<file path="src/rtl/packet_crc32_append_or_check_assert.svh">
// Assertion macros for the packet CRC-32 append/check block.
`ifndef PACKET_CRC32_APPEND_OR_CHECK_ASSERT_SVH
`define PACKET_CRC32_APPEND_OR_CHECK_ASSERT_SVH

// Consequent must hold in the same cycle as the antecedent.
`define PCRC_ASSERT_NOW(label, clk, rstn, ante, cons, msg) \
  label: assert property (@(posedge clk) disable iff (!rstn) (ante) |-> (cons)) \
    else $error(msg);

// Consequent must hold in the cycle after the antecedent.
`define PCRC_ASSERT_NEXT(label, clk, rstn, ante, cons, msg) \
  label: assert property (@(posedge clk) disable iff (!rstn) (ante) |=> (cons)) \
    else $error(msg);

`endif

</file>
<file path="src/rtl/pcrc_pkg.sv">
// Shared types, constants and the byte-wise CRC-32 update for the CRC block.
package pcrc_pkg;

  localparam int unsigned ByteW     = 8;
  localparam int unsigned CrcW      = 32;
  localparam int unsigned CntW      = 32;
  localparam int unsigned CfgIdxW   = 8;
  localparam int unsigned LineDepth = 32;
  localparam int unsigned LineIdxW  = $clog2(LineDepth);
  localparam int unsigned FillW     = LineIdxW + 1;

  localparam logic [CrcW-1:0] CrcPoly = 32'hEDB8_8320;
  localparam logic [CrcW-1:0] CrcInit = 32'hFFFF_FFFF;

  // trailer lengths, and the index of the last trailer item
  localparam logic [FillW-1:0]    TrlLenPacked    = FillW'(4);
  localparam logic [FillW-1:0]    TrlLenUnpacked  = FillW'(32);
  localparam logic [LineIdxW-1:0] TrlLastPacked   = LineIdxW'(3);
  localparam logic [LineIdxW-1:0] TrlLastUnpacked = LineIdxW'(31);

  // configuration register indexes
  localparam logic [CfgIdxW-1:0] CfgCheckMode  = CfgIdxW'(0);
  localparam logic [CfgIdxW-1:0] CfgPackedMode = CfgIdxW'(1);

  // control from the core to the trailer delay line
  typedef struct packed {
    logic                load;
    logic                shift;
    logic                packed_mode;
    logic [LineIdxW-1:0] wr_idx;
    logic [ByteW-1:0]    data;
  } pcrc_dl_ctl_t;

  function automatic logic [CrcW-1:0] crc_feed(input logic [CrcW-1:0] acc_in,
                                               input logic [ByteW-1:0] data);
    logic [CrcW-1:0] acc;
    acc = acc_in ^ {{(CrcW-ByteW){1'b0}}, data};
    for (int b = 0; b < ByteW; b++) begin
      if (acc[0]) begin
        acc = (acc >> 1) ^ CrcPoly;
      end else begin
        acc = acc >> 1;
      end
    end
    return acc;
  endfunction

endpackage

</file>
<file path="src/rtl/pcrc_in_stage.sv">
// Input register stage: holds one beat until the core takes it.
module pcrc_in_stage (
  input  logic                      clk_i,
  input  logic                      rst_ni,
  input  logic                      valid_i,
  output logic                      ready_o,
  input  logic [pcrc_pkg::ByteW-1:0] byte_i,
  input  logic                      last_i,
  output logic                      valid_o,
  input  logic                      take_i,
  output logic [pcrc_pkg::ByteW-1:0] byte_o,
  output logic                      last_o
);
  import pcrc_pkg::*;

  logic             valid_q, valid_d;
  logic [ByteW-1:0] byte_q;
  logic             last_q;

  assign ready_o = !valid_q || take_i;

  always_comb begin
    valid_d = valid_q;
    if (ready_o) begin
      valid_d = valid_i;
    end
  end

  always_ff @(posedge clk_i or negedge rst_ni) begin
    if (!rst_ni) begin
      valid_q <= 1'b0;
    end else begin
      valid_q <= valid_d;
    end
  end

  always_ff @(posedge clk_i) begin
    if (ready_o && valid_i) begin
      byte_q <= byte_i;
      last_q <= last_i;
    end
  end

  assign valid_o = valid_q;
  assign byte_o  = byte_q;
  assign last_o  = last_q;

endmodule

</file>
<file path="src/rtl/pcrc_delay_line.sv">
// Trailer delay line: fills by index, then shifts; compares against a CRC.
module pcrc_delay_line (
  input  logic                        clk_i,
  input  pcrc_pkg::pcrc_dl_ctl_t      ctl_i,
  input  logic [pcrc_pkg::CrcW-1:0]   crc_i,
  output logic [pcrc_pkg::ByteW-1:0]  head_o,
  output logic                        match_o
);
  import pcrc_pkg::*;

  logic [ByteW-1:0]    line_q [LineDepth];
  logic [ByteW-1:0]    line_d [LineDepth];
  logic [LineIdxW-1:0] last_idx;
  logic                match_packed, match_unpacked;

  assign last_idx = ctl_i.packed_mode ? TrlLastPacked : TrlLastUnpacked;
  assign head_o   = line_q[0];

  always_comb begin
    line_d = line_q;
    if (ctl_i.load) begin
      line_d[ctl_i.wr_idx] = ctl_i.data;
    end else if (ctl_i.shift) begin
      for (int i = 0; i < LineDepth - 1; i++) begin
        if (LineIdxW'(i) < last_idx) begin
          line_d[i] = line_q[i+1];
        end
      end
      line_d[last_idx] = ctl_i.data;
    end
  end

  always_ff @(posedge clk_i) begin
    line_q <= line_d;
  end

  // verdict is taken on the line as it stands after this beat
  always_comb begin
    match_packed = 1'b1;
    for (int k = 0; k < 4; k++) begin
      if (line_d[k] != crc_i[8*k +: 8]) begin
        match_packed = 1'b0;
      end
    end
    match_unpacked = 1'b1;
    for (int k = 0; k < LineDepth; k++) begin
      if (line_d[k] != {{(ByteW-1){1'b0}}, crc_i[k]}) begin
        match_unpacked = 1'b0;
      end
    end
  end

  assign match_o = ctl_i.packed_mode ? match_packed : match_unpacked;

endmodule

</file>
<file path="src/rtl/packet_crc32_append_or_check.sv">
// An accepted input beat passes the input register, then the result register; 1 beat per cycle
// is sustained while the output is ready and no trailer is sent. In append mode the last beat
// is followed by 4 (packed) or 32 (unpacked) CRC beats from the trailer sequencer, during which
// input is held off. Check mode emits at most one result per input beat.
// Reset (async, active low): append mode, packed trailer, CRC all ones, counters and fill cleared.
module packet_crc32_append_or_check (
  input  logic                           clk_i,
  input  logic                           rst_ni,
  input  logic                           s_axis_tvalid_i,
  output logic                           s_axis_tready_o,
  input  logic [7:0]                     s_axis_tdata_i,   // in_byte
  input  logic                           s_axis_tlast_i,   // in_last
  output logic                           m_axis_tvalid_o,
  input  logic                           m_axis_tready_i,
  output logic [71:0]                    m_axis_tdata_o,   // out_byte, pass_total, fail_total
  output logic                           m_axis_tlast_o,   // out_last
  output logic [1:0]                     m_axis_tuser_o,   // is_crc_item, frame_ok
  input  logic                           cfg_valid_i,
  output logic                           cfg_ready_o,
  input  logic [pcrc_pkg::CfgIdxW-1:0]   cfg_index_i,
  input  logic                           cfg_data_i
);
  `include "packet_crc32_append_or_check_assert.svh"
  import pcrc_pkg::*;

  logic             in_valid, in_last, adv;
  logic [ByteW-1:0] in_byte;

  logic                check_q, packed_q;
  logic [CrcW-1:0]     crc_q, crc_d, crc_fin_q, crc_app, crc_chk;
  logic [FillW-1:0]    fill_q, fill_d, fill_next, trl_len;
  logic [CntW-1:0]     pass_q, pass_d, fail_q, fail_d;
  logic                trl_busy_q;
  logic [LineIdxW-1:0] trl_idx_q, trl_last;

  logic             m_valid_q;
  logic [ByteW-1:0] o_byte_q;
  logic             o_last_q, o_crc_q, o_ok_q;
  logic [CntW-1:0]  o_pass_q, o_fail_q;

  logic             out_free, trl_emit, full, emit_res, ok, match, cfg_wr;
  logic [ByteW-1:0] head, trl_item;
  pcrc_dl_ctl_t     dl_ctl;

  pcrc_in_stage u_in (
    .clk_i   (clk_i),
    .rst_ni  (rst_ni),
    .valid_i (s_axis_tvalid_i),
    .ready_o (s_axis_tready_o),
    .byte_i  (s_axis_tdata_i),
    .last_i  (s_axis_tlast_i),
    .valid_o (in_valid),
    .take_i  (adv),
    .byte_o  (in_byte),
    .last_o  (in_last)
  );

  assign out_free = !m_valid_q || m_axis_tready_i;
  assign adv      = in_valid && out_free && !trl_busy_q;
  assign trl_emit = trl_busy_q && out_free;
  assign trl_len  = packed_q ? TrlLenPacked : TrlLenUnpacked;
  assign trl_last = packed_q ? TrlLastPacked : TrlLastUnpacked;

  assign cfg_ready_o = !in_valid && !trl_busy_q && !m_valid_q;
  assign cfg_wr      = cfg_valid_i && cfg_ready_o;

  // check mode: oldest held beat leaves the line once it is full
  assign full      = (fill_q == trl_len);
  assign fill_next = full ? trl_len : fill_q + FillW'(1);
  assign crc_app   = crc_feed(crc_q, in_byte);
  assign crc_chk   = full ? crc_feed(crc_q, head) : crc_q;

  always_comb begin
    dl_ctl.load        = adv && check_q && !full;
    dl_ctl.shift       = adv && check_q && full;
    dl_ctl.packed_mode = packed_q;
    dl_ctl.wr_idx      = fill_q[LineIdxW-1:0];
    dl_ctl.data        = in_byte;
  end

  pcrc_delay_line u_line (
    .clk_i   (clk_i),
    .ctl_i   (dl_ctl),
    .crc_i   (~crc_chk),
    .head_o  (head),
    .match_o (match)
  );

  assign ok = (fill_next == trl_len) && match;

  assign trl_item = packed_q ? crc_fin_q[8*trl_idx_q[1:0] +: 8]
                             : {{(ByteW-1){1'b0}}, crc_fin_q[trl_idx_q]};

  always_comb begin
    crc_d  = crc_q;
    fill_d = fill_q;
    pass_d = pass_q;
    fail_d = fail_q;
    emit_res = 1'b0;
    if (adv) begin
      if (!check_q) begin
        emit_res = 1'b1;
        crc_d    = in_last ? CrcInit : crc_app;
        fill_d   = in_last ? '0 : fill_q;
      end else begin
        emit_res = full || in_last;
        if (in_last) begin
          crc_d  = CrcInit;
          fill_d = '0;
          if (ok) begin
            pass_d = pass_q + CntW'(1);
          end else begin
            fail_d = fail_q + CntW'(1);
          end
        end else begin
          crc_d  = crc_chk;
          fill_d = fill_next;
        end
      end
    end
    if (cfg_wr && (cfg_index_i == CfgCheckMode || cfg_index_i == CfgPackedMode)) begin
      crc_d  = CrcInit;
      fill_d = '0;
    end
  end

  always_ff @(posedge clk_i or negedge rst_ni) begin
    if (!rst_ni) begin
      check_q    <= 1'b0;
      packed_q   <= 1'b1;
      crc_q      <= CrcInit;
      fill_q     <= '0;
      pass_q     <= '0;
      fail_q     <= '0;
      trl_busy_q <= 1'b0;
      trl_idx_q  <= '0;
      m_valid_q  <= 1'b0;
    end else begin
      crc_q  <= crc_d;
      fill_q <= fill_d;
      pass_q <= pass_d;
      fail_q <= fail_d;
      if (cfg_wr) begin
        case (cfg_index_i)
          CfgCheckMode:  check_q  <= cfg_data_i;
          CfgPackedMode: packed_q <= cfg_data_i;
          default: ;
        endcase
      end
      if (trl_emit) begin
        trl_idx_q <= trl_idx_q + LineIdxW'(1);
        if (trl_idx_q == trl_last) begin
          trl_busy_q <= 1'b0;
        end
      end else if (adv && !check_q && in_last) begin
        trl_busy_q <= 1'b1;
        trl_idx_q  <= '0;
      end
      if (trl_emit || emit_res) begin
        m_valid_q <= 1'b1;
      end else if (m_axis_tready_i) begin
        m_valid_q <= 1'b0;
      end
    end
  end

  // result register and the latched CRC for the append trailer
  always_ff @(posedge clk_i) begin
    if (adv && !check_q && in_last) begin
      crc_fin_q <= ~crc_app;
    end
    if (trl_emit) begin
      o_byte_q <= trl_item;
      o_last_q <= (trl_idx_q == trl_last);
      o_crc_q  <= 1'b1;
      o_ok_q   <= 1'b0;
      o_pass_q <= pass_q;
      o_fail_q <= fail_q;
    end else if (emit_res) begin
      o_byte_q <= (check_q && !full) ? '0 : (check_q ? head : in_byte);
      o_last_q <= check_q && in_last;
      o_crc_q  <= 1'b0;
      o_ok_q   <= check_q && in_last && ok;
      o_pass_q <= pass_d;
      o_fail_q <= fail_d;
    end
  end

  assign m_axis_tvalid_o = m_valid_q;
  assign m_axis_tdata_o  = {o_fail_q, o_pass_q, o_byte_q};
  assign m_axis_tlast_o  = o_last_q;
  assign m_axis_tuser_o  = {o_ok_q, o_crc_q};

  `PCRC_ASSERT_NOW(a_no_take_in_trailer, clk_i, rst_ni, trl_busy_q, !adv,
                   "input beat taken during CRC trailer")
  `PCRC_ASSERT_NOW(a_ok_on_last, clk_i, rst_ni, m_valid_q && o_ok_q, o_last_q,
                   "frame_ok set on a beat that is not last")
  `PCRC_ASSERT_NOW(a_no_trailer_in_check, clk_i, rst_ni, m_valid_q && check_q, !o_crc_q,
                   "CRC item emitted in check mode")
  `PCRC_ASSERT_NEXT(a_append_counts_fixed, clk_i, rst_ni, adv && !check_q,
                    pass_q == $past(pass_q) && fail_q == $past(fail_q),
                    "counters changed in append mode")

endmodule
</file>
<file path="config.mk">
export PLATFORM = sky130hd
export DESIGN_NAME = packet_crc32_append_or_check
export DESIGN_NICKNAME = d
export VERILOG_FILES = /design/src/rtl/pcrc_pkg.sv /design/src/rtl/pcrc_in_stage.sv /design/src/rtl/pcrc_delay_line.sv /design/src/rtl/packet_crc32_append_or_check.sv
export VERILOG_INCLUDE_DIRS = /design/src /design/src/rtl
export SDC_FILE = /design/constraint.sdc
export NUM_CORES = 1
export LEC_CHECK = 0
export ABC_AREA = 1
export BUFFER_PORTS_ARGS = -buffer_cell sky130_fd_sc_hd__buf_2
export CAP_MARGIN = 40
export CORE_ASPECT_RATIO = 1.4
export CORE_MARGIN = 5
export CORE_UTILIZATION = 45
export DETAILED_ROUTE_END_ITERATION = 6
export PLACE_DENSITY = 0.61
export SLEW_MARGIN = 40
export SYNTH_ARGS = -nofsm -noshare
export SYNTH_HDL_FRONTEND = slang
export SYNTH_SLANG_ARGS = --single-unit
</file>
<file path="constraint.sdc">
create_clock -name clk_i -period 5.6 [get_ports clk_i]
set_input_delay 1.12 -clock clk_i [delete_from_list [all_inputs] [get_ports clk_i]]
set_output_delay 1.12 -clock clk_i [all_outputs]
set_load 0.1 [all_outputs]
</file>
* Word-level counts from Yosys, hierarchy flattened
Index checks and enable logic that the tools add are counted.
** Word-level totals
- Latch bits :: 0
- Output and inout bits :: 78
- Bits in read-only memories :: 0
- Bits in writable memories :: 0
- Memories :: 0
- Register bits after elaboration :: 484
** Operators by class
- Magnitude comparators :: 36
- Multipliers :: 0
- Equality and inequality tests :: 41
- Add/sub/neg operators :: 4
- Reductions and logical operators :: 39
- Muxes and demuxes :: 198
- Shift-type cells :: 1
- Div/mod/pow operators :: 0
- Bitwise operators :: 22
** Operators with widths (count)
- $mux W32 :: 34
- $mux W8 :: 100
- $bwmux W256 :: 2
- $mux W256 :: 2
- $ne A8 B1 Y1 :: 32
- $not A13 Y14 :: 16
- $demux W8 S5 :: 2
- $lt A5 B5 Y1 const A :: 15
- $add A32 B1 Y32 const B :: 2
- $not A32 Y32 :: 2
- $xor A32 B8 Y32 :: 2
- $mux W1 :: 47
- $mux W6 :: 7
- $lt A4 B5 Y1 const A :: 8
- $ne A8 B8 Y1 :: 4
- $shiftx A32 B6 Y8 :: 1
- $lt A3 B5 Y1 const A :: 4
- $logic_and A1 B1 Y1 :: 19
- $mux W5 :: 3
- $eq A6 B6 Y1 :: 2
- $ge A6 B6 Y1 const B :: 2
- $lt A6 B1 Y1 const B :: 2
- $not A5 Y6 :: 2
- $lt A1 B5 Y1 const A :: 2
- other kinds (14) :: 29

* Logic depth before layout (Yosys ltp)
Gate-level depths: netlist of the first run.
- Depth after elaboration :: 60
- Mapped depth :: 30

* Hierarchy
From an unflattened synthesis of the first run, not the netlist that was laid out.
** Unflattened totals
- Cells, all modules :: 4423
- Area, all modules :: 29946.2 sq um
** By module, submodules not included
- pcrc_delay_line :: instances 1, cells each 2796, area each 16627.2 sq um, seq. area each 5124.9 sq um
- packet_crc32_append_or_check :: instances 1, cells each 1612, area each 13003.7 sq um, seq. area each 6012.0 sq um
- pcrc_in_stage :: instances 1, cells each 15, area each 315.3 sq um, seq. area each 295.3 sq um

* Worst setup path after synthesis of the first run
Ideal clock, no wire load.
- Path type :: input-to-reg
- From :: in m_axis_tready_i
- To :: reg trl_idx_q[3]
- Buffers on the path :: 0
- Slack :: 1.155 ns
- Data required time :: 5.471 ns
- Setup time :: 0.129 ns
- Arrival :: 4.317 ns
- Cell stages on the path :: 7
- Cell sequence :: inv_1 nand2_1 nand2_2 nor3_1 inv_1 nand3_1 o21ai_0
** Between the ends
- Cells in the longest elaborated chain, start to end :: 6
- Elaborated cells on any way between the ends :: 8
- Classes of those cells :: mux (1); reduce/logical (7)
** RTL lines
- start, declared :: line packet_crc32_append_or_check.sv:14 : input logic m_axis_tready_i,
- $logic_or A1 B1 Y1 (*) :: line packet_crc32_append_or_check.sv:58 : assign out_free = !m_valid_q || m_axis_tready_i;
- $logic_and A1 B1 Y1 (2 in series) :: line packet_crc32_append_or_check.sv:59 : assign adv = in_valid && out_free && !trl_busy_q;
- $logic_and A1 B1 Y1 (2 in series) :: line packet_crc32_append_or_check.sv:155 : end else if (adv && !check_q && in_last) begin
- $reduce_bool A2 Y1 (no source line)
- end signal, assigned :: line packet_crc32_append_or_check.sv:151 : trl_idx_q <= trl_idx_q + LineIdxW'(1);
- end, declared :: line packet_crc32_append_or_check.sv:34 : logic [LineIdxW-1:0] trl_idx_q, trl_last;
Every way passes the cells marked *; elsewhere a longest branch is shown, timed or not.
A chain may end at the register's enable or synchronous reset.

* Worst setup path in the final report of the first run
- From :: reg fill_q[0]
- To :: reg o_fail_q[24], data pin
** Between the ends
- Cells in the longest elaborated chain, start to end :: 48
- Elaborated cells on any way between the ends :: 98
- Classes of those cells :: add/sub (1); order compare (2); eq/ne (38); mux (50); bitwise (2); reduce/logical (5)
** RTL lines
- start, declared :: line packet_crc32_append_or_check.sv:31 : logic [FillW-1:0] fill_q, fill_d, fill_next, trl_len;
- start signal, assigned :: line packet_crc32_append_or_check.sv:140 : fill_q <= fill_d;
- $not A5 Y6 (not written as such) :: line pcrc_delay_line.sv:22 : line_d[ctl_i.wr_idx] = ctl_i.data;
- $ge A6 B6 Y1 (not written as such) or $lt A6 B1 Y1 (tied branches) :: line pcrc_delay_line.sv:22
- $logic_and A1 B1 Y1 (not written as such) :: line pcrc_delay_line.sv:22
- $mux W8 (not written as such) :: line pcrc_delay_line.sv:22
- $demux W8 S5 :: line pcrc_delay_line.sv:22
- $bwmux W256 :: line pcrc_delay_line.sv:22
- $mux W256 :: line pcrc_delay_line.sv:21 : if (ctl_i.load) begin
- $ne A8 B1 Y1 :: line pcrc_delay_line.sv:47 : if (line_d[k] != {{(ByteW-1){1'b0}}, crc_i[k]}) begin
- $mux W1 (32 in series) :: line pcrc_delay_line.sv:47
- $mux W1 :: line pcrc_delay_line.sv:53 : assign match_o = ctl_i.packed_mode ? match_packed : match_unpacked;
- $logic_and A1 B1 Y1 (*) :: line packet_crc32_append_or_check.sv:89 : assign ok = (fill_next == trl_len) && match;
- $mux W32 (*) :: line packet_crc32_append_or_check.sv:110 : if (ok) begin
- $mux W32 (*) :: line packet_crc32_append_or_check.sv:107 : if (in_last) begin
- $mux W32 (*) :: line packet_crc32_append_or_check.sv:101 : if (!check_q) begin
- $mux W32 (*) :: line packet_crc32_append_or_check.sv:100 : if (adv) begin
- $mux W32 (*) :: line packet_crc32_append_or_check.sv:179 : end else if (emit_res) begin
- $mux W32 (*) :: line packet_crc32_append_or_check.sv:172 : if (trl_emit) begin
- end signal, assigned :: line packet_crc32_append_or_check.sv:178 : o_fail_q <= fail_q;
- end signal, assigned :: line packet_crc32_append_or_check.sv:185 : o_fail_q <= fail_d;
- end, declared :: line packet_crc32_append_or_check.sv:39 : logic [CntW-1:0] o_pass_q, o_fail_q;
Every way passes the cells marked *; elsewhere a longest branch is shown, timed or not. The select of a mux whose other input is x is not followed.

==> results of run 1 <==
-- cell type report --
type | instances | share of cell area, %
multi-input combinational | 3672 | 49.3
sequential | 484 | 33.0
inverter | 516 | 5.60
clock buffer | 71 | 4.28
timing repair buffer | 179 | 3.64
tap | 928 | 3.35
clock inverter | 26 | 0.798
-- logic make-up after synthesis --
family | Yosys count | synth area share, %
DFF | 484 | 36.3
xor gates and xnor gates | 158 | 4.42
buffers and inverters | 756 | 9.67
adders and majority gates | 7 | 0.278
AOI/OAI and AO/OA | 720 | 13.3
and+or+nand+nor | 2787 | 36.0
-- synthesized netlist by cell type (10+ instances only) --
master | number | area [sq um]
sky130_fd_sc_hd__nor2_1 | 430 | 1610
sky130_fd_sc_hd__a21oi_1 | 46 | 230
sky130_fd_sc_hd__o211ai_1 | 168 | 1260
sky130_fd_sc_hd__o21ai_1 | 10 | 50.1
sky130_fd_sc_hd__dfstp_2 | 33 | 867
sky130_fd_sc_hd__xnor2_1 | 50 | 438
sky130_fd_sc_hd__inv_1 | 505 | 1900
sky130_fd_sc_hd__nor4_1 | 11 | 68.8
sky130_fd_sc_hd__edfxtp_1 | 114 | 3420
sky130_fd_sc_hd__clkbuf_1 | 131 | 492
sky130_fd_sc_hd__dfrtp_1 | 79 | 1980
sky130_fd_sc_hd__dfxtp_1 | 258 | 5160
sky130_fd_sc_hd__a32oi_1 | 13 | 114
sky130_fd_sc_hd__nand4_1 | 75 | 469
sky130_fd_sc_hd__buf_2 | 80 | 400
sky130_fd_sc_hd__nor3_1 | 39 | 195
sky130_fd_sc_hd__nand3_1 | 298 | 1490
sky130_fd_sc_hd__o21ai_0 | 444 | 2220
sky130_fd_sc_hd__a2bb2oi_1 | 12 | 105
sky130_fd_sc_hd__nand2_1 | 1877 | 7050
sky130_fd_sc_hd__xor2_1 | 107 | 937
sky130_fd_sc_hd__buf_1 | 11 | 41.3
sky130_fd_sc_hd__buf_6 | 11 | 124
-- per-layer routing --
metal  global-route usage (%)  routed length [um]  up-vias  share of wire [%]
met2                     50.4               55000     1177                 48
li1                         -                   -    15760                  -
met1                     35.5               45000    14552                 39
met5                        0                   0        -                  0
met3                     3.62                6360      380                5.5
met4                     19.4                9070        0                7.9
-- worst min-delay path by stage --
stage	from	slack, ns	end
final	rst_ni	0.34	pass_q[26]
after global routing	rst_ni	0.34	pass_q[25]
after CTS	rst_ni	0.31	pass_q[25]
after detailed placement	o_crc_q	0.48	o_crc_q
after global placement	o_crc_q	0.47	o_crc_q
after floorplan	o_crc_q	0.42	o_crc_q
-- layout by cell type, fill, tap and decap left out, types with 4 or more instances in the layout --
cell type	count
sky130_fd_sc_hd__o21ai_0	442
sky130_fd_sc_hd__inv_1	504
sky130_fd_sc_hd__or2_2	5
sky130_fd_sc_hd__nand2_2	8
sky130_fd_sc_hd__nand3b_1	9
sky130_fd_sc_hd__buf_12	13
sky130_fd_sc_hd__a21oi_1	45
sky130_fd_sc_hd__o21ai_1	12
sky130_fd_sc_hd__xor2_1	107
sky130_fd_sc_hd__clkinv_2	9
sky130_fd_sc_hd__clkbuf_8	9
sky130_fd_sc_hd__o211ai_1	168
sky130_fd_sc_hd__dfxtp_1	258
sky130_fd_sc_hd__buf_2	99
sky130_fd_sc_hd__nand2_1	1875
sky130_fd_sc_hd__clkbuf_1	9
sky130_fd_sc_hd__nor2_2	8
sky130_fd_sc_hd__xnor2_1	48
sky130_fd_sc_hd__o22ai_1	5
sky130_fd_sc_hd__nor4_1	11
sky130_fd_sc_hd__dfstp_2	32
sky130_fd_sc_hd__a2bb2oi_1	12
sky130_fd_sc_hd__nand2_4	10
sky130_fd_sc_hd__a32oi_1	13
sky130_fd_sc_hd__buf_4	66
sky130_fd_sc_hd__nor2_4	5
sky130_fd_sc_hd__clkinv_1	8
sky130_fd_sc_hd__dfrtp_1	77
sky130_fd_sc_hd__bufinv_16	4
sky130_fd_sc_hd__nor2_1	428
sky130_fd_sc_hd__nor3b_1	5
sky130_fd_sc_hd__ha_1	7
sky130_fd_sc_hd__nand4_1	75
sky130_fd_sc_hd__nand3_1	298
sky130_fd_sc_hd__clkinvlp_4	5
sky130_fd_sc_hd__nor3_1	38
sky130_fd_sc_hd__edfxtp_1	114
sky130_fd_sc_hd__inv_2	8
sky130_fd_sc_hd__clkbuf_16	53
-- state kept, by name, indices dropped and copies added, names as in the netlist, 32 cells and up --
name	cells
crc_fin_q	32
fail_q	32
o_fail_q	32
pass_q	32
u_line.line_q	248
crc_q	32
o_pass_q	32
-- worst max-delay path: cells and delay by family, from the launching register on --
kind                       cells  cell delay [ns]
AOI/OAI and AO/OA              2             0.96
DFF                            1             0.41
adders and majority gates      1             0.47
buffers and inverters          6             1.43
and+or+nand+nor               13             1.65
-- power by group through the flow --
stage	registers, mW	logic, mW	clock network [mW]
final	5.27	11.8	3.63
after global routing	5.37	12.9	3.82
after CTS	5.26	11.7	3.68
after detailed placement	5.32	11.6	0
after global placement	5.32	11.6	0
after floorplan	6.11	7.25	0
==> results.cfg, run 1 <==
[power_and_ir_drop]
swShare_pct = 51.7
power_density_mw_per_mm2 = 597
netSwitchingPower_mw = 10.7
power.leakage_nw = 17.3
share_clk_of_total_power_pct = 17.6
intPower_mw = 9.99
seq_power_share_pct = 25.5
total_power_mw = 20.7
pwr-share-comb_pct = 57.0
vdd.ir_drop.worst_uv = 722

[sta]
post-route-period-util_pct = 93.2
finalClockSkew_ns = 0.0248
worst_case_hold_slack_ns = 0.339
worst_max_slew_pin_slew_ns = 0.911
maxClockFrequency_ghz = 0.192
maxSlewViolCount = 0
grt_setup_unrepaired = false
finalSetupViolations = 0
max-slew-margin-rel_pct = 39.3
finalHoldViolations = 0
timing.final.crit_period_ns = 5.22
tns_ns = 0
worst_slack_ns = 0.380

[clock_tree]
cts_resized = 0
clock_pin_slew_reported_for_the_worst_setup_and_hold_paths_after_clock_tree_synthesis_ns = 0.07
cts_h_tree_lvls = 2
cts_buffers = 52
clock-root-buffer = sky130_fd_sc_hd__clkbuf_16
clockBufferDepth = 3
ctsHoldBuffers = 0
post-cts-setup-buffer-count = 0
cts_tree = built
worstSkewPairLatency_ns = 0.65
clock_sinks = 484

[outcome]
outcome = finished with violations
failed_checks = design-rule violations

[critical_path]
worst_setup_path_start_kind = register
type_of_the_setup_path_with_the_least_slack = reg -> reg
setup.reg_to_reg.worst_slack_ns = 0.38
endpoint_of_the_worst_slack_reg_to_reg_timing_path = o_fail_q[24]
timing.critical_path.required_ns = 5.99
worst-path-max-fanout = 37
worstPathArrival_ns = 5.61
timing.critical_path.cells = inv_1 > ha_1 > nand2_1 > inv_2 > nand2_4 > inv_2 > o21ai_0 > o21ai_1 > inv_1 > nand2_1 > nand4_1 > nor2_1 > nand3_1 > nor2_1 > nand3_1 > nand2_2 > nand2_4 > buf_12 > nand3_1 > nand2_1 > nand2_1 > inv_1
start_point_of_the_critical_path = fill_q[0]
crit_top_cell = sky130_fd_sc_hd__nand2_1
worstRegToRegCells = 22
worst_setup_path_end_kind = register
crit_slowest_cell = sky130_fd_sc_hd__o21ai_1
critical_path.reg2reg.startpoint = fill_q[0]
worst_setup_path_endpoint = o_fail_q[24]
critical_path.max_stage_delay_ns = 0.57

[drt]
postRouteAntennaNets = 0
wire_per_inst_um = 19.7
first_iter_violations = 3019
detailroute.via_count = 31869
drt_first_pass_iters = 7
viasPerCell = 5.42
routed_wl_mm = 115
route.detailed.drc = 16

[global_routing]
number_of_global_route_vias_before_repair = 29537
gr-total-overflow = 0
antenna_violations_before_repair = 0
grtUsageTotal_pct = 29.7
grt_max_degree = 189
global_route_wire_length_before_repair_mm = 175

[yosys]
synth-warning-count = 0
synth.avg_cell_area_sq_um = 6.41
synth_enable_flop_cells = 114
synth.yosys.seq_area_share_pct = 36.3
synthesis.area_sq_mm = 0.0315
synthDistinctLibCells = 53
synth_fp_nets = 4942
yosys_most_used_dff = sky130_fd_sc_hd__dfxtp_1
netlist_instances = 4912
yosys_register_bits = 484
synth_async_sr_flop_share_pct = 23.1

[final_layout]
combined_area_of_the_multi_input_logic_cells_sq_mm = 0.0171
register_area_sq_mm = 0.0114
finalCoreUtilization_pct = 50.1
fillerInstances = 7170
finalInstanceArea_sq_mm = 0.0347
num-nets-final = 4935
layout-area-overhead-vs-synth_pct = 10.0
final_layout_size_suffix_gt1_share_pct = 7.15
stdcell_count = 5876
n_antenna_cell = 0

[place]
pre_cts_setup_slack_ns = 0.605
place.gp.congestion = 1.01
detailedPlacementHpwl_mm = 83.1
placed_cells = 5779
io_buffer_count = 100
placed_cell_area_sq_mm = 0.0329

[die]
chipWidth_um = 234
floorplan.rows = 114
die_area_sq_mm = 0.0755
start_util_pct = 45.5
io_pins = 101
die_h_um = 323
design.core.area_sq_mm = 0.0692

[worst_hold_path]
hold_class = in -> async

[flow_run]
cap_viol_max_count = 0
Note: power is estimated with default switching activity, not from simulation.
==> run 2, diff against run 1 <==
CORE_ASPECT_RATIO = 1.75   (was 1.4)
==> run 2 against run 1 <==
The run now ends clean. Critical path type unchanged. First-iteration DRC count is 21% lower. Worst setup slack better by 0.24 ns. Critical path depth is 2 lower. Sequential power hardly changed. Cell count hardly changed. Via count is 0.99% higher. Clock-buffer cell count is 7 lower.
==> results.cfg, run 2 (synthesized netlist as in run 1, its figures left out) <==
[drt]
viasPerCell = 5.48
postRouteAntennaNets = 0
route.detailed.drc = 0
detailroute.via_count = 32185
first_iter_violations = 2372
wire_per_inst_um = 20.3
drt_first_pass_iters = 6
routed_wl_mm = 119

[clock_tree]
ctsHoldBuffers = 0
cts_tree = built
clock_pin_slew_reported_for_the_worst_setup_and_hold_paths_after_clock_tree_synthesis_ns = 0.07
clock_sinks = 484
clockBufferDepth = 3
cts_resized = 0
worstSkewPairLatency_ns = 0.63
post-cts-setup-buffer-count = 0
cts_buffers = 51
cts_h_tree_lvls = 2
clock-root-buffer = sky130_fd_sc_hd__clkbuf_16

[final_layout]
final_layout_size_suffix_gt1_share_pct = 7.55
register_area_sq_mm = 0.0114
num-nets-final = 4955
n_antenna_cell = 0
mostFrequentLayoutCell = sky130_fd_sc_hd__nand2_1
fillerInstances = 7292
mostFrequentLayoutCells = 1875 x sky130_fd_sc_hd__nand2_1, 505 x sky130_fd_sc_hd__inv_1, 443 x sky130_fd_sc_hd__o21ai_0
finalCoreUtilization_pct = 50.1
layout-area-overhead-vs-synth_pct = 10.6
most_flops_register = u_line.line_q
combined_area_of_the_multi_input_logic_cells_sq_mm = 0.0171
largest_register_ffs = 248

[die]
chipWidth_um = 210
floorplan.rows = 128
design.core.area_sq_mm = 0.0695
die_h_um = 360
start_util_pct = 45.3
io_pins = 101
die_area_sq_mm = 0.0756

[global_routing]
grt_max_degree = 122
global_route_wire_length_before_repair_mm = 180
antenna_violations_before_repair = 2
gr-total-overflow = 0
number_of_global_route_vias_before_repair = 30596
grtUsageTotal_pct = 30.6

[worst_hold_path]
hold_class = reg -> reg

[critical_path]
worst_setup_path_start_kind = register
worst_setup_path_end_kind = register
worst-path-max-fanout = 35
timing.critical_path.required_ns = 5.98
worstPathArrival_ns = 5.36
type_of_the_setup_path_with_the_least_slack = reg -> reg

[place]
io_buffer_count = 100
place.gp.congestion = 1.10
detailedPlacementHpwl_mm = 88.0

[flow_run]
cap_viol_max_count = 0

[outcome]
outcome = complete, no violations

[power_and_ir_drop]
power.leakage_nw = 17.4
vdd.ir_drop.worst_uv = 805
power_density_mw_per_mm2 = 613

[sta]
post-route-period-util_pct = 89.0
finalSetupViolations = 0
maxClockFrequency_ghz = 0.201
finalHoldViolations = 0
finalClockSkew_ns = 0.0281
worst_case_hold_slack_ns = 0.456
tns_ns = 0
maxSlewViolCount = 0
worst_max_slew_pin_slew_ns = 1.00
grt_setup_unrepaired = false
max-slew-margin-rel_pct = 32.9
timing.final.crit_period_ns = 4.98
## run 2: through the flow
stage	instances	setup WS, ns	cell area [sq um]	power (mW)
5_1_grt	5877	0.327	34900	22.7
6_report	5877	0.618	34900	21.4
3_3_place_gp	5782	0.555	33000	17.4
3_5_place_dp	5782	0.531	33000	17.4
2_1_floorplan	4912	1.15	31500	13.4
4_1_cts	5877	0.699	34900	21.2
## run 2: worst max-delay path, cell delays in order, from the launching register on
cell and delay [ns]:
sky130_fd_sc_hd__dfstp_4 0.85, sky130_fd_sc_hd__nand3_1 0.12, sky130_fd_sc_hd__nand2_1 0.14, sky130_fd_sc_hd__nand2_4 0.24, sky130_fd_sc_hd__inv_2 0.46, sky130_fd_sc_hd__nand3_1 0.43, sky130_fd_sc_hd__o21ai_1 0.61, sky130_fd_sc_hd__inv_1 0.08
sky130_fd_sc_hd__nand2_1 0.12, sky130_fd_sc_hd__nand2_1 0.06, sky130_fd_sc_hd__nor2_1 0.10, sky130_fd_sc_hd__nand2_1 0.07, sky130_fd_sc_hd__nor2_1 0.10, sky130_fd_sc_hd__nand2_1 0.06, sky130_fd_sc_hd__nor2_1 0.20, sky130_fd_sc_hd__nand3_1 0.12
sky130_fd_sc_hd__nand2_2 0.20, sky130_fd_sc_hd__buf_4 0.23, sky130_fd_sc_hd__nand3_2 0.15, sky130_fd_sc_hd__o21ai_0 0.25, sky130_fd_sc_hd__nand2_1 0.07
## run 2: routing by layer
| metal | up-vias | wire length, um | track usage (%) |
|---|---|---|---|
| li1 | 15779 | - | - |
| met1 | 14827 | 42500 | 32.6 |
| met2 | 1145 | 59500 | 54.7 |
| met3 | 434 | 6390 | 3.96 |
| met4 | 0 | 11000 | 22.6 |
| met5 | - | 0 | 0 |
## run 2: report_power, final
| part | leakage (nW) | internal (mW) | switching, mW |
|---|---|---|---|
| sequential | 4.49 | 4.70 | 0.552 |
| clock | 0.889 | 2.20 | 1.60 |
| combinational | 12.0 | 3.33 | 9.00 |
## run 2: final cells by class
cell class / instances / area share (%)
tap: 910 / 3.27
clock buffer: 64 / 4.01
inverter: 516 / 5.57
sequential: 484 / 32.8
clock inverter: 31 / 1.25
multi-input combinational: 3672 / 49.0
timing repair buffer: 200 / 4.14
## run 2: path summary, 6_finish.rpt
kind                            startpoint      endpoint  slack (ns)  cells after the start
worst max-delay path              packed_q  o_pass_q[16]        0.62                     20
worst min-delay path               o_crc_q       o_crc_q        0.46                      2
worst max register to register    packed_q  o_pass_q[16]        0.62                     20
worst min register to register     o_crc_q       o_crc_q        0.46                      2
max in group asynchronous           rst_ni    fail_q[10]        3.95                      2
min in group asynchronous           rst_ni     fill_q[3]        0.61                      1
